File: src/hdl/wurt_pkg.sv
// shared types and constants of the windowed usage rise tracker
// no dependencies; used by the channel interfaces and the top level

package wurt_pkg;

	// bucket ring and time slots
	localparam int NUM_BUCKETS  = 6;
	localparam int SLOT_SECONDS = 300;
	localparam int REPORTED     = 6;

	// field widths
	localparam int TIME_W   = 32;
	localparam int LEVEL_W  = 15;
	localparam int LVL_W    = 14;
	localparam int TOL_W    = 10;
	localparam int STATUS_W = 3;
	localparam int CNT_W    = 16;
	localparam int TAG_W    = 24;
	localparam int RISE_W   = 16;
	localparam int TOTAL_W  = 19;
	localparam int MEM_W    = TAG_W + RISE_W;

	// derived widths
	localparam int IDX_W   = $clog2(NUM_BUCKETS);
	localparam int HIT_W   = $clog2(NUM_BUCKETS + 1);
	localparam int RPT_W   = $clog2(REPORTED);
	localparam int POS_W   = (HIT_W > RPT_W) ? HIT_W : RPT_W;
	localparam int SLOT_SW = $clog2(SLOT_SECONDS + 1);

	// slot = now / SLOT_SECONDS by reciprocal, off by at most one low
	localparam int SLOT_SH = TIME_W + $clog2(SLOT_SECONDS);
	localparam logic [TIME_W:0] SLOT_RECIP =
		(TIME_W + 1)'((65'd1 << SLOT_SH) / SLOT_SECONDS);
	localparam int P1_W = 2 * TIME_W + 1;
	localparam int M1_W = TIME_W + SLOT_SW;

	// idx = slot % NUM_BUCKETS by reciprocal, same correction
	localparam int MOD_SH = TIME_W + $clog2(NUM_BUCKETS);
	localparam logic [TIME_W:0] MOD_RECIP =
		(TIME_W + 1)'((65'd1 << MOD_SH) / NUM_BUCKETS);
	localparam int M2_W = TIME_W + HIT_W;
	localparam int R2_W = HIT_W + 1;

	// register reset values
	localparam logic [TIME_W-1:0] MIN_VALID_RESET = 32'd1700000000;
	localparam logic [TOL_W-1:0]  TOL_RESET       = 10'd5;

	localparam int ADDR_W = 3;

	typedef enum logic {
		REG_MIN_VALID_TIME  = 1'b0,
		REG_RESET_TOLERANCE = 1'b1
	} cfg_reg_t;

	typedef enum logic [STATUS_W-1:0] {
		SC_CLOCK_WAIT    = 3'd0,
		SC_LEVEL_MISSING = 3'd1,
		SC_RESET_SEEN    = 3'd2,
		SC_BASELINE      = 3'd3,
		SC_ONLINE_FULL   = 3'd4,
		SC_ONLINE_PART   = 3'd5
	} status_t;

	typedef enum logic [3:0] {
		ST_IDLE,
		ST_DIV_MUL,
		ST_DIV_FIX,
		ST_SLOT,
		ST_MOD_MUL,
		ST_MOD_FIX,
		ST_IDX,
		ST_RMW,
		ST_WALK,
		ST_DONE
	} state_t;

endpackage

File: src/hdl/wurt_channels.sv
// valid/ready channel interfaces for samples and reports
// depends on wurt_pkg

interface wurt_sample_if import wurt_pkg::*; ();
	logic                     valid;
	logic                     ready;
	logic [TIME_W-1:0]        now_seconds;
	logic signed [LEVEL_W-1:0] level_used;

	modport source (output valid, output now_seconds, output level_used, input ready);
	modport sink   (input valid, input now_seconds, input level_used, output ready);
endinterface

interface wurt_report_if import wurt_pkg::*; ();
	logic                valid;
	logic                ready;
	logic [STATUS_W-1:0] status_code;
	logic                is_ready;
	logic [CNT_W-1:0]    samples_seen;
	logic [REPORTED-1:0] bucket_mask;
	logic [TOTAL_W-1:0]  window_total;
	logic [RISE_W-1:0]   rise_0;
	logic [RISE_W-1:0]   rise_1;
	logic [RISE_W-1:0]   rise_2;
	logic [RISE_W-1:0]   rise_3;
	logic [RISE_W-1:0]   rise_4;
	logic [RISE_W-1:0]   rise_5;

	modport source (
		output valid, output status_code, output is_ready, output samples_seen,
		output bucket_mask, output window_total,
		output rise_0, output rise_1, output rise_2, output rise_3, output rise_4, output rise_5,
		input ready
	);
	modport sink (
		input valid, input status_code, input is_ready, input samples_seen,
		input bucket_mask, input window_total,
		input rise_0, input rise_1, input rise_2, input rise_3, input rise_4, input rise_5,
		output ready
	);
endinterface

File: src/hdl/windowed_usage_rise_tracker_unit.sv
// top level of the windowed usage rise tracker: sequencer, bucket memory, apb registers
// depends on wurt_pkg and the channel interfaces in wurt_channels.sv
//
//  channel   dir  handshake         payload
//  sample    in   valid/ready       now_seconds, level_used
//  report    out  valid/ready       status_code, is_ready, samples_seen, bucket_mask,
//                                   window_total, rise_0..rise_5
//  apb       in   psel/penable      paddr, pwdata, prdata (pready tied high)
//
// a sample with a usable time and level passes from transfer to report through
// six steps of slot and ring index arithmetic on the reciprocal multipliers,
// one read-modify-write of the current bucket, then one bucket memory read per
// window bucket. clock wait and missing level samples go straight from idle to
// the done state. one sample is in flight at a time; a finished report sits in
// the output register, so the next sample transfers while it waits. arst_n
// clears all control state and bucket valid bits at once.

module windowed_usage_rise_tracker_unit import wurt_pkg::*; (
	input  logic                clk,
	input  logic                arst_n,
	wurt_sample_if.sink         sample,
	wurt_report_if.source       report,
	input  logic                psel,
	input  logic                penable,
	input  logic                pwrite,
	input  logic [ADDR_W-1:0]   paddr,
	input  logic [31:0]         pwdata,
	output logic [31:0]         prdata,
	output logic                pready
);

	// configuration registers
	logic [TIME_W-1:0] min_valid_q;
	logic [TOL_W-1:0]  tol_q;
	logic              cfg_wr;

	// sequencer
	state_t state_q, state_d;
	logic   out_free;
	logic   load_out;

	// captured sample
	logic [TIME_W-1:0] now_q;
	logic [LVL_W-1:0]  level_q;
	logic              early_q;
	status_t           early_code_q;

	// slot and index arithmetic
	logic [P1_W-1:0]   p1_q;
	logic [TIME_W-1:0] q1_q;
	logic [M1_W-1:0]   m1_q;
	logic [TIME_W-1:0] slot_q;
	logic [P1_W-1:0]   p2_q;
	logic [M2_W-1:0]   m2_q;
	logic [IDX_W-1:0]  idx_q;
	logic [TIME_W-1:0] q1;
	logic [M1_W-1:0]   r1;
	logic [TIME_W-1:0] q2;
	logic [R2_W-1:0]   r2;
	logic [IDX_W-1:0]  idx_d;

	// bucket memory (tag, rise) with valid bits in flops
	logic [MEM_W-1:0]       mem [NUM_BUCKETS];
	logic [MEM_W-1:0]       rd_q;
	logic [IDX_W-1:0]       rd_addr;
	logic [NUM_BUCKETS-1:0] bvalid_q;

	// tracking state
	logic [LVL_W-1:0] last_level_q;
	logic             last_valid_q;
	logic [CNT_W-1:0] samples_q;
	logic             reset_seen_q;

	// read-modify-write of the current bucket
	logic [TAG_W-1:0]       rd_tag;
	logic [RISE_W-1:0]      rd_rise;
	logic                   hit_cur;
	logic                   reset_now;
	logic [LVL_W-1:0]       delta;
	logic [RISE_W:0]        rise_sum;
	logic [RISE_W-1:0]      rise_new;
	logic [NUM_BUCKETS-1:0] cur_onehot;
	logic [TIME_W-1:0]      first_slot;
	logic [IDX_W-1:0]       first_ptr;

	// window walk
	logic [POS_W-1:0]    pos_q;
	logic [IDX_W-1:0]    ptr_q;
	logic [TIME_W-1:0]   want_q;
	logic                act_s1;
	logic                vld_s1;
	logic [TAG_W-1:0]    want_tag_s1;
	logic [POS_W-1:0]    pos_s1;
	logic                walk_hit;
	logic [TOTAL_W:0]    total_sum;
	logic [REPORTED-1:0] mask_q;
	logic [TOTAL_W-1:0]  total_q;
	logic [HIT_W-1:0]    hits_q;
	logic [RISE_W-1:0]   rises_q [REPORTED];

	// output register
	logic                out_valid_q;
	status_t             status_q;
	logic                is_ready_q;
	logic [CNT_W-1:0]    seen_q;
	logic [REPORTED-1:0] omask_q;
	logic [TOTAL_W-1:0]  ototal_q;
	logic [RISE_W-1:0]   orise_q [REPORTED];
	status_t             status_d;

	// apb port: writes land on the access phase, reads are combinational
	assign pready = 1'b1;
	assign cfg_wr = psel && penable && pwrite;

	always_comb begin
		if (cfg_reg_t'(paddr[2]) == REG_RESET_TOLERANCE) begin
			prdata = {{(32 - TOL_W){1'b0}}, tol_q};
		end else begin
			prdata = min_valid_q;
		end
	end

	always_ff @(posedge clk or negedge arst_n) begin
		if (!arst_n) begin
			min_valid_q <= MIN_VALID_RESET;
			tol_q       <= TOL_RESET;
		end else if (cfg_wr) begin
			if (cfg_reg_t'(paddr[2]) == REG_RESET_TOLERANCE) begin
				tol_q <= pwdata[TOL_W-1:0];
			end else begin
				min_valid_q <= pwdata[TIME_W-1:0];
			end
		end
	end

	// next state
	assign out_free = !out_valid_q || report.ready;

	always_comb begin
		state_d = state_q;
		case (state_q)
			ST_IDLE: begin
				if (sample.valid) begin
					if ((sample.now_seconds < min_valid_q) || sample.level_used[LEVEL_W-1]) begin
						state_d = ST_DONE;
					end else begin
						state_d = ST_DIV_MUL;
					end
				end
			end
			ST_DIV_MUL: state_d = ST_DIV_FIX;
			ST_DIV_FIX: state_d = ST_SLOT;
			ST_SLOT:    state_d = ST_MOD_MUL;
			ST_MOD_MUL: state_d = ST_MOD_FIX;
			ST_MOD_FIX: state_d = ST_IDX;
			ST_IDX:     state_d = ST_RMW;
			ST_RMW:     state_d = ST_WALK;
			ST_WALK: begin
				if (pos_q == POS_W'(NUM_BUCKETS)) begin
					state_d = ST_DONE;
				end
			end
			ST_DONE: begin
				if (out_free) begin
					state_d = ST_IDLE;
				end
			end
			default: state_d = ST_IDLE;
		endcase
	end

	// sequencer outputs
	always_comb begin
		sample.ready = (state_q == ST_IDLE);
		load_out     = (state_q == ST_DONE) && out_free;
		if (state_q == ST_IDX) begin
			rd_addr = idx_d;
		end else begin
			rd_addr = ptr_q;
		end
	end

	always_ff @(posedge clk or negedge arst_n) begin
		if (!arst_n) begin
			state_q <= ST_IDLE;
		end else begin
			state_q <= state_d;
		end
	end

	// slot and ring index: quotient estimate, then one compare and subtract
	always_comb begin
		q1 = TIME_W'(p1_q >> SLOT_SH);
		r1 = M1_W'(now_q) - m1_q;
		q2 = TIME_W'(p2_q >> MOD_SH);
		r2 = R2_W'(M2_W'(slot_q) - m2_q);
		if (r2 >= R2_W'(NUM_BUCKETS)) begin
			idx_d = IDX_W'(r2 - R2_W'(NUM_BUCKETS));
		end else begin
			idx_d = IDX_W'(r2);
		end
	end

	always_ff @(posedge clk) begin
		if (sample.valid && sample.ready) begin
			now_q   <= sample.now_seconds;
			level_q <= sample.level_used[LVL_W-1:0];
			early_q <= (sample.now_seconds < min_valid_q) || sample.level_used[LEVEL_W-1];
			if (sample.now_seconds < min_valid_q) begin
				early_code_q <= SC_CLOCK_WAIT;
			end else begin
				early_code_q <= SC_LEVEL_MISSING;
			end
		end
		if (state_q == ST_DIV_MUL) begin
			p1_q <= P1_W'(now_q) * P1_W'(SLOT_RECIP);
		end
		if (state_q == ST_DIV_FIX) begin
			q1_q <= q1;
			m1_q <= M1_W'(q1) * M1_W'(SLOT_SECONDS);
		end
		if (state_q == ST_SLOT) begin
			if (r1 >= M1_W'(SLOT_SECONDS)) begin
				slot_q <= q1_q + TIME_W'(1);
			end else begin
				slot_q <= q1_q;
			end
		end
		if (state_q == ST_MOD_MUL) begin
			p2_q <= P1_W'(slot_q) * P1_W'(MOD_RECIP);
		end
		if (state_q == ST_MOD_FIX) begin
			m2_q <= M2_W'(q2) * M2_W'(NUM_BUCKETS);
		end
		if (state_q == ST_IDX) begin
			idx_q <= idx_d;
		end
	end

	// bucket update: tag miss restarts the bucket, a level reset wipes the ring
	always_comb begin
		rd_tag     = rd_q[MEM_W-1:RISE_W];
		rd_rise    = rd_q[RISE_W-1:0];
		hit_cur    = bvalid_q[idx_q] && (rd_tag == slot_q[TAG_W-1:0]);
		reset_now  = last_valid_q &&
			((LVL_W + 1)'(level_q) + (LVL_W + 1)'(tol_q) < (LVL_W + 1)'(last_level_q));
		if (last_valid_q && (level_q > last_level_q)) begin
			delta = level_q - last_level_q;
		end else begin
			delta = '0;
		end
		rise_sum = (RISE_W + 1)'(hit_cur ? rd_rise : '0) + (RISE_W + 1)'(delta);
		if (reset_now) begin
			rise_new = '0;
		end else if (rise_sum[RISE_W]) begin
			rise_new = '1;
		end else begin
			rise_new = rise_sum[RISE_W-1:0];
		end
		cur_onehot = NUM_BUCKETS'(1) << idx_q;
		// window of the newest NUM_BUCKETS slots, pinned to slot 0 early on
		if (slot_q >= TIME_W'(NUM_BUCKETS - 1)) begin
			first_slot = slot_q - TIME_W'(NUM_BUCKETS - 1);
			if (idx_q == IDX_W'(NUM_BUCKETS - 1)) begin
				first_ptr = '0;
			end else begin
				first_ptr = idx_q + IDX_W'(1);
			end
		end else begin
			first_slot = '0;
			first_ptr  = '0;
		end
	end

	// bucket memory: one write port, one registered read port
	always_ff @(posedge clk) begin
		if (state_q == ST_RMW) begin
			mem[idx_q] <= {slot_q[TAG_W-1:0], rise_new};
		end
		rd_q <= mem[rd_addr];
	end

	always_ff @(posedge clk or negedge arst_n) begin
		if (!arst_n) begin
			bvalid_q     <= '0;
			last_level_q <= '0;
			last_valid_q <= 1'b0;
			samples_q    <= '0;
			reset_seen_q <= 1'b0;
		end else if (state_q == ST_RMW) begin
			last_level_q <= level_q;
			last_valid_q <= 1'b1;
			reset_seen_q <= reset_now;
			if (reset_now) begin
				bvalid_q  <= cur_onehot;
				samples_q <= CNT_W'(1);
			end else begin
				bvalid_q <= bvalid_q | cur_onehot;
				if (samples_q != '1) begin
					samples_q <= samples_q + CNT_W'(1);
				end
			end
		end
	end

	// window walk: issue a read per bucket, score it in the next cycle
	always_comb begin
		walk_hit  = act_s1 && vld_s1 && (rd_q[MEM_W-1:RISE_W] == want_tag_s1);
		total_sum = (TOTAL_W + 1)'(total_q) + (TOTAL_W + 1)'(rd_q[RISE_W-1:0]);
	end

	always_ff @(posedge clk or negedge arst_n) begin
		if (!arst_n) begin
			act_s1 <= 1'b0;
		end else begin
			act_s1 <= (state_q == ST_WALK) && (pos_q < POS_W'(NUM_BUCKETS));
		end
	end

	always_ff @(posedge clk) begin
		if (state_q == ST_RMW) begin
			pos_q   <= '0;
			ptr_q   <= first_ptr;
			want_q  <= first_slot;
			mask_q  <= '0;
			total_q <= '0;
			hits_q  <= '0;
			for (int i = 0; i < REPORTED; i++) begin
				rises_q[i] <= '0;
			end
		end else if (state_q == ST_WALK) begin
			if (pos_q < POS_W'(NUM_BUCKETS)) begin
				pos_q  <= pos_q + POS_W'(1);
				want_q <= want_q + TIME_W'(1);
				if (ptr_q == IDX_W'(NUM_BUCKETS - 1)) begin
					ptr_q <= '0;
				end else begin
					ptr_q <= ptr_q + IDX_W'(1);
				end
			end
			if (walk_hit) begin
				hits_q <= hits_q + HIT_W'(1);
				if (total_sum[TOTAL_W]) begin
					total_q <= '1;
				end else begin
					total_q <= total_sum[TOTAL_W-1:0];
				end
				if (pos_s1 < POS_W'(REPORTED)) begin
					mask_q[pos_s1[RPT_W-1:0]]  <= 1'b1;
					rises_q[pos_s1[RPT_W-1:0]] <= rd_q[RISE_W-1:0];
				end
			end
		end
		vld_s1      <= bvalid_q[ptr_q];
		want_tag_s1 <= want_q[TAG_W-1:0];
		pos_s1      <= pos_q;
	end

	// report assembly
	always_comb begin
		if (early_q) begin
			status_d = early_code_q;
		end else if (reset_seen_q) begin
			status_d = SC_RESET_SEEN;
		end else if (samples_q >= CNT_W'(2)) begin
			status_d = (hits_q == HIT_W'(NUM_BUCKETS)) ? SC_ONLINE_FULL : SC_ONLINE_PART;
		end else begin
			status_d = SC_BASELINE;
		end
	end

	always_ff @(posedge clk or negedge arst_n) begin
		if (!arst_n) begin
			out_valid_q <= 1'b0;
		end else if (load_out) begin
			out_valid_q <= 1'b1;
		end else if (report.ready) begin
			out_valid_q <= 1'b0;
		end
	end

	always_ff @(posedge clk) begin
		if (load_out) begin
			status_q <= status_d;
			if (early_q) begin
				is_ready_q <= 1'b0;
				seen_q     <= '0;
				omask_q    <= '0;
				ototal_q   <= '0;
				for (int i = 0; i < REPORTED; i++) begin
					orise_q[i] <= '0;
				end
			end else begin
				is_ready_q <= (samples_q >= CNT_W'(2));
				seen_q     <= samples_q;
				omask_q    <= mask_q;
				ototal_q   <= total_q;
				for (int i = 0; i < REPORTED; i++) begin
					orise_q[i] <= rises_q[i];
				end
			end
		end
	end

	assign report.valid        = out_valid_q;
	assign report.status_code  = status_q;
	assign report.is_ready     = is_ready_q;
	assign report.samples_seen = seen_q;
	assign report.bucket_mask  = omask_q;
	assign report.window_total = ototal_q;
	assign report.rise_0       = orise_q[0];
	assign report.rise_1       = orise_q[1];
	assign report.rise_2       = orise_q[2];
	assign report.rise_3       = orise_q[3];
	assign report.rise_4       = orise_q[4];
	assign report.rise_5       = orise_q[5];

endmodule

File: src/flat_wrapper.sv
// flat-port wrapper written by rule: the top's interface ports become plain ports
module windowed_usage_rise_tracker_unit_flat import wurt_pkg::*;
  (clk, arst_n, psel, penable, pwrite, paddr, pwdata, prdata, pready, sample_valid, sample_now_seconds, sample_level_used, sample_ready, report_valid, report_status_code, report_is_ready, report_samples_seen, report_bucket_mask, report_window_total, report_rise_0, report_rise_1, report_rise_2, report_rise_3, report_rise_4, report_rise_5, report_ready);
  wurt_sample_if sample_i ();
  wurt_report_if report_i ();
  input  logic clk;
  input  logic arst_n;
  input  logic psel;
  input  logic penable;
  input  logic pwrite;
  input  logic [ADDR_W-1:0] paddr;
  input  logic [31:0] pwdata;
  output logic [31:0] prdata;
  output logic pready;
  input wire logic [$bits(sample_i.valid)-1:0] sample_valid;
  input wire logic [$bits(sample_i.now_seconds)-1:0] sample_now_seconds;
  input wire logic [$bits(sample_i.level_used)-1:0] sample_level_used;
  output wire logic [$bits(sample_i.ready)-1:0] sample_ready;
  output wire logic [$bits(report_i.valid)-1:0] report_valid;
  output wire logic [$bits(report_i.status_code)-1:0] report_status_code;
  output wire logic [$bits(report_i.is_ready)-1:0] report_is_ready;
  output wire logic [$bits(report_i.samples_seen)-1:0] report_samples_seen;
  output wire logic [$bits(report_i.bucket_mask)-1:0] report_bucket_mask;
  output wire logic [$bits(report_i.window_total)-1:0] report_window_total;
  output wire logic [$bits(report_i.rise_0)-1:0] report_rise_0;
  output wire logic [$bits(report_i.rise_1)-1:0] report_rise_1;
  output wire logic [$bits(report_i.rise_2)-1:0] report_rise_2;
  output wire logic [$bits(report_i.rise_3)-1:0] report_rise_3;
  output wire logic [$bits(report_i.rise_4)-1:0] report_rise_4;
  output wire logic [$bits(report_i.rise_5)-1:0] report_rise_5;
  input wire logic [$bits(report_i.ready)-1:0] report_ready;
  assign sample_i.valid = sample_valid;
  assign sample_i.now_seconds = sample_now_seconds;
  assign sample_i.level_used = sample_level_used;
  assign sample_ready = sample_i.ready;
  assign report_valid = report_i.valid;
  assign report_status_code = report_i.status_code;
  assign report_is_ready = report_i.is_ready;
  assign report_samples_seen = report_i.samples_seen;
  assign report_bucket_mask = report_i.bucket_mask;
  assign report_window_total = report_i.window_total;
  assign report_rise_0 = report_i.rise_0;
  assign report_rise_1 = report_i.rise_1;
  assign report_rise_2 = report_i.rise_2;
  assign report_rise_3 = report_i.rise_3;
  assign report_rise_4 = report_i.rise_4;
  assign report_rise_5 = report_i.rise_5;
  assign report_i.ready = report_ready;
  windowed_usage_rise_tracker_unit u_core (.clk(clk), .arst_n(arst_n), .sample(sample_i), .report(report_i), .psel(psel), .penable(penable), .pwrite(pwrite), .paddr(paddr), .pwdata(pwdata), .prdata(prdata), .pready(pready));
endmodule
File: config.mk
export PLATFORM = sky130hd
export DESIGN_NAME = windowed_usage_rise_tracker_unit_flat
export DESIGN_NICKNAME = d
export VERILOG_FILES = /design/src/hdl/wurt_pkg.sv /design/src/hdl/wurt_channels.sv /design/src/hdl/windowed_usage_rise_tracker_unit.sv /design/src/flat_wrapper.sv
export SDC_FILE = /design/constraint.sdc
export NUM_CORES = 2
export LEC_CHECK = 0
export BUFFER_PORTS_ARGS = -buffer_cell sky130_fd_sc_hd__buf_4
export CORE_MARGIN = 3
export CORE_UTILIZATION = 40
export DETAILED_ROUTE_END_ITERATION = 10
export MAX_ROUTING_LAYER = met4
export SYNTH_ARGS = -nofsm -noshare
export SYNTH_HDL_FRONTEND = slang
export SYNTH_SLANG_ARGS = --single-unit
File: constraint.sdc
create_clock -name clk -period 16.35 [get_ports clk]
set_clock_uncertainty 0.05 [all_clocks]
set_input_delay 3.27 -clock clk [delete_from_list [all_inputs] [get_ports clk]]
set_output_delay 3.27 -clock clk [all_outputs]
set_load 0.1 [all_outputs]
-- Word-level counts from Yosys, hierarchy flattened
Memories as Yosys holds them, arrays and structs flattened. A register that Yosys moved wholly into a read port is not among the register bits.
Index checks and enable logic that the tools add are counted.
- add/sub/neg operators: 15
- $mul: 4
- order comparisons: 13
- eq/ne operators: 19
- shifts and indexed selects: 1
- multiplexer cells: 62
- bitwise logic cells: 9
- reductions and logical operators: 28
- operator list (cell ; number):
    $mux W16 ; 12
    $mux W32 ; 5
    $mul A32 B32 Y64 const B ; 1
    $mul A25 B33 Y58 const B ; 1
    $eq A24 B24 Y1 ; 2
    $ge A41 B9 Y1 const B ; 1
    $sub A32 B41 Y41 ; 1
    $pmux W4 S10 ; 1
    $mux W3 ; 12
    $add A32 B1 Y32 const B ; 1
    $lt A32 B32 Y1 ; 1
    $mul A24 B7 Y31 const B ; 1
    $mul A30 B2 Y3 const B ; 1
    $sub A25 B3 Y26 const B ; 1
    $add A24 B1 Y25 const B ; 1
    $ge A25 B3 Y1 const B ; 1
    $mux W24 ; 1
    $mux W1 ; 21
    $add A19 B16 Y20 ; 1
    $mux W19 ; 1
    $add A17 B14 Y17 ; 1
    $add A16 B1 Y16 const B ; 1
    $eq A4 B3 Y1 const B ; 4
    $ge A16 B2 Y1 const B ; 1
    35 further kinds ; 77
- register bits: 498
- RAM bits: 432
- input bits: 89
- output and inout bits: 176
- word-level logic and storage cells: 190
- memories kept: 3
- memories (name ; words ; width ; read ports ; clocked after Yosys merged registers in ; write ports ; line ; RTL):
    u_core.mem ; 6 ; 40 ; 1 ; 1 ; 1 ; windowed_usage_rise_tracker_unit.sv:63 ; logic [MEM_W-1:0] mem [NUM_BUCKETS];
    u_core.orise_q ; 6 ; 16 ; 6 ; 0 ; 6 ; windowed_usage_rise_tracker_unit.sv:108 ; logic [RISE_W-1:0] orise_q [REPORTED];
    u_core.rises_q ; 6 ; 16 ; 6 ; 0 ; 6 ; windowed_usage_rise_tracker_unit.sv:99 ; logic [RISE_W-1:0] rises_q [REPORTED];

-- Longest topological paths before layout
- depth after elaboration: 8
- gate-level depth with buffers: 29
- mapped depth without buffers: 27

-- Worst setup path before layout
Ideal clock, no wire load.
- kind: input-to-output
- from: input port paddr[2]
- to: output port prdata[9]
- arrival: 5751 ps
- required time: 13030 ps
- slack: 7279 ps
- stages on the path: 3
- path buffers: 2
- path through: clkbuf_1 -> clkbuf_1 -> o21ai_0
- longest elaborated chain between the ends: 1
- ends and longest elaborated chain (what ; line ; RTL):
    from (decl) ; flat_wrapper.sv:11 ; input logic [ADDR_W-1:0] paddr;
    $mux W32 ; windowed_usage_rise_tracker_unit.sv:116 ; if (cfg_reg_t'(paddr[2]) == REG_RESET_TOLERANCE) begin
    to (decl) ; flat_wrapper.sv:13 ; output logic [31:0] prdata;
Every way passes these cells.

-- Final worst setup path
- from: register u_core.now_q[12]
- to: register u_core.p1_q[42], data pin
- longest elaborated chain between the ends: 1
- ends and longest elaborated chain (what ; line ; RTL):
    from (decl) ; windowed_usage_rise_tracker_unit.sv:43 ; logic [TIME_W-1:0] now_q;
    from (signal assigned) ; windowed_usage_rise_tracker_unit.sv:206 ; now_q <= sample.now_seconds;
    $mul A32 B32 Y64 ; windowed_usage_rise_tracker_unit.sv:216 ; p1_q <= P1_W'(now_q) * P1_W'(SLOT_RECIP);
    to (signal assigned) ; windowed_usage_rise_tracker_unit.sv:216 ;
    to (decl) ; windowed_usage_rise_tracker_unit.sv:49 ; logic [P1_W-1:0] p1_q;
Every way passes these cells.
A chain may end at the register's enable or synchronous reset.

==> impl_metrics.tcl <==
set metrics [dict create \
    yosysSeqAreaShare 0.388 \
    start_util 0.403 \
    slew_headroom 0.241 \
    syn_nets 6800 \
    fmax_ghz 0.115 \
    critPathCaptureType "register" \
    clkLatencyLatePin_ps 680 \
    critical-path-max-stage-delay_ps 780 \
    io_pins 265 \
    ys_types 92 \
    final_cells 7855 \
    yosys.area.top_type_share 0.321 \
    grt_max_degree 97 \
    syn_to_final_growth_pct 12.4 \
    crit_required_ps 16680 \
    finalCritPeriodShare 0.530 \
    root_buffer "clkbuf_16" \
    synth_adder_area_share 0.322 \
    die_h_um 400 \
    viasPerCell 5.06 \
    cts_resized 0 \
    synth-main-ff-cell "edfxtp_1" \
    grt-ovfl-total 0 \
    antenna_found_initial 17 \
    drc 0 \
    clockBufferDepth 3 \
    htree_levels 3 \
    fin_nets 7084 \
    core_um2 154000 \
    crit_family "adder cells" \
    multi_input_area_um2 34400 \
    grt_pass1_wl_um 241000 \
    synth_compound_area_frac 0.0751 \
    cpMaxStageDelayCell "edfxtp_1" \
    fin_setup_tns_ps 0 \
    r2r_cells 25 \
    critical_path.endpoint "u_core.p1_q[42]" \
    r2r_end "u_core.p1_q[42]" \
    drt_iter0_drc 2269 \
    synth_area_um2 62200 \
    maxCapViolations 0 \
    worst_setup_path_start_kind "register" \
    synth_area_per_cell_um2 11.4 \
    register_area_um2 24100 \
    timing.final.ws_setup_ps 7680 \
    place_inst 7675 \
    yosys-top-cells-area "edfxtp_1 (32%), fa_1 (18%), ha_1 (14%)" \
    fillers 14300 \
    postCtsSetupRepairBufs 0 \
    cp-startpoint "u_core.now_q[12]" \
    status "finished clean" \
    row_count 144 \
    synth_mux_area_frac 0.0185 \
    worstPathArrival_ps 9000 \
    worstSetupPathType "register to register" \
    crit_fanout 9 \
    portBuffers 261 \
    die_w_um 400 \
    place_ws_ps 7820 \
    grt.total_usage 0.203 \
    numClockSinks 849 \
    postCtsHoldBufs 0 \
    r2r-start "u_core.now_q[12]" \
    dp_hpwl_um 119000 \
    setup_violations 0 \
    path_buf_inv 6 \
    yosysTopAreaCell "edfxtp_1" \
    synth_seq_cells 849 \
    worst_pin_slew_ps 1130 \
    async_flop_share 0.101 \
    vias 39700 \
    cts_tree "yes" \
    drv_slew 0 \
    synth_xor_area_frac 0.0342 \
    synth_top_family_by_area "adder cells" \
    r2r_setup_slack_ps 7680 \
    hold_violations 0 \
    synth_edf_count 664 \
    grt_pass1_vias 41200 \
    die_area_um2 160000 \
    detail-route-antenna-nets 0 \
    min_path_type "register to register" \
    firstDrtPassIters 7 \
    rsz0062_at_grt "false" \
    drive_gt1_frac 0.101 \
    netlist_instances 5443 \
    crit_cells 25 \
    min_period_ps 8670 \
    drt_wl_total_um 155000 \
    synth_simple_gate_area_frac 0.101 \
    finish.utilization 0.453 \
    ys_warn_count 0 \
    cts_made_buffers 94 \
    clkTransAtPathRegs_ps 60 \
    wl_per_cell_um 19.8 \
    gp_congestion 0.922 \
]
## synth_stat cells, types with 45 or more instances
cell      instances
xor2_1          123
clkbuf_1        122
mux2_2           48
a21o_1          104
fa_1            555
edfxtp_1        664
nor2_1          181
nand4_1          45
nand2_1         388
and2_1          215
ha_1            713
xnor2_1         120
nor2b_1          59
dfxtp_1          99
nor3_1           71
o211ai_1         58
dfrtp_1          71
inv_1           866
nand3_1         113
o21ai_0         172
a21oi_1         182
mux2i_1          55
## flip-flops by register name (all words and copies together), names as in the netlist, 25 cells and up
name / flops
u_core.min_valid_q: 32
u_core.now_q: 32
u_core.m1_q: 30
u_core.mem: 240
u_core.rises_q: 96
u_core.rd_q: 40
u_core.orise_q: 96
u_core.slot_q: 25
## metal layers
metal	track usage	wire [µm]
met1	0.260	67000
met5	-	0
met2	0.322	73300
met3	0.0441	9800
met4	0.0659	5360
## worst register-to-register path, stage by stage, from the launching register on
cell and delay [ps]:
edfxtp_1 780, ha_1 400, fa_1 520, fa_1 520, inv_1 60, fa_1 520
inv_1 40, ha_1 260, inv_1 50, fa_1 470, inv_1 60, fa_1 530
inv_1 50, fa_1 520, inv_1 40, ha_1 290, nand4_1 170, nor3_1 740
o211ai_1 330, a211oi_1 350, nor3_1 130, o31ai_1 470, nor2_1 70, o21ai_0 270
a21oi_1 130, xnor2_1 550
## cells by family after synthesis
kind of cell             after synthesis
multiplexers                         106
AO/OA/AOI/OAI                        726
XOR/XNOR                             243
AND/OR/NAND/NOR                     1250
adder cells (fa/ha/maj)             1268
buffers and inverters               1000
other                                  1
flip-flops                           849
## placed cells by master, fill, tap and decap left out, types with 99 or more instances in the layout
cell,count
nor2_1,178
edfxtp_1,664
o21ai_0,169
a21oi_1,182
inv_1,866
nand2_1,388
buf_4,322
xor2_1,123
ha_1,713
and2_1,214
fa_1,555
dfxtp_1,99
xnor2_1,120
a21o_1,104
nand3_1,113
## area by class of cell
| cell class | instances | area share |
|---|---|---|
| antenna | 4 | 0.000143 |
| clock buffer | 131 | 0.0377 |
| clock inverter | 45 | 0.00684 |
| inverter | 866 | 0.0465 |
| multi-input combinational | 3594 | 0.493 |
| sequential | 849 | 0.345 |
| tap | 2044 | 0.0366 |
| timing repair buffer | 322 | 0.0346 |
## metrics by stage
step	instance area (µm²)	hold WS, ps
after floorplan	62200	318
after global placement	66700	333
after detailed placement	66700	333
after CTS	69800	344
after global routing	69800	370
final	69800	341
## worst min-delay path by stage
stage,cells after the start,slack (ps),startpoint,end
2_1_floorplan,0,320,u_core.want_q[23],u_core.want_tag_s1[23]
3_3_place_gp,0,330,u_core.want_q[23],u_core.want_tag_s1[23]
3_5_place_dp,0,330,u_core.want_q[23],u_core.want_tag_s1[23]
4_1_cts,0,340,u_core.want_q[23],u_core.want_tag_s1[23]
5_1_grt,0,370,u_core.want_q[23],u_core.want_tag_s1[23]
6_report,0,340,u_core.want_q[23],u_core.want_tag_s1[23]
Power is not shown: default switching activity piles up to over one toggle a cycle in this logic, so the estimate is an artifact.
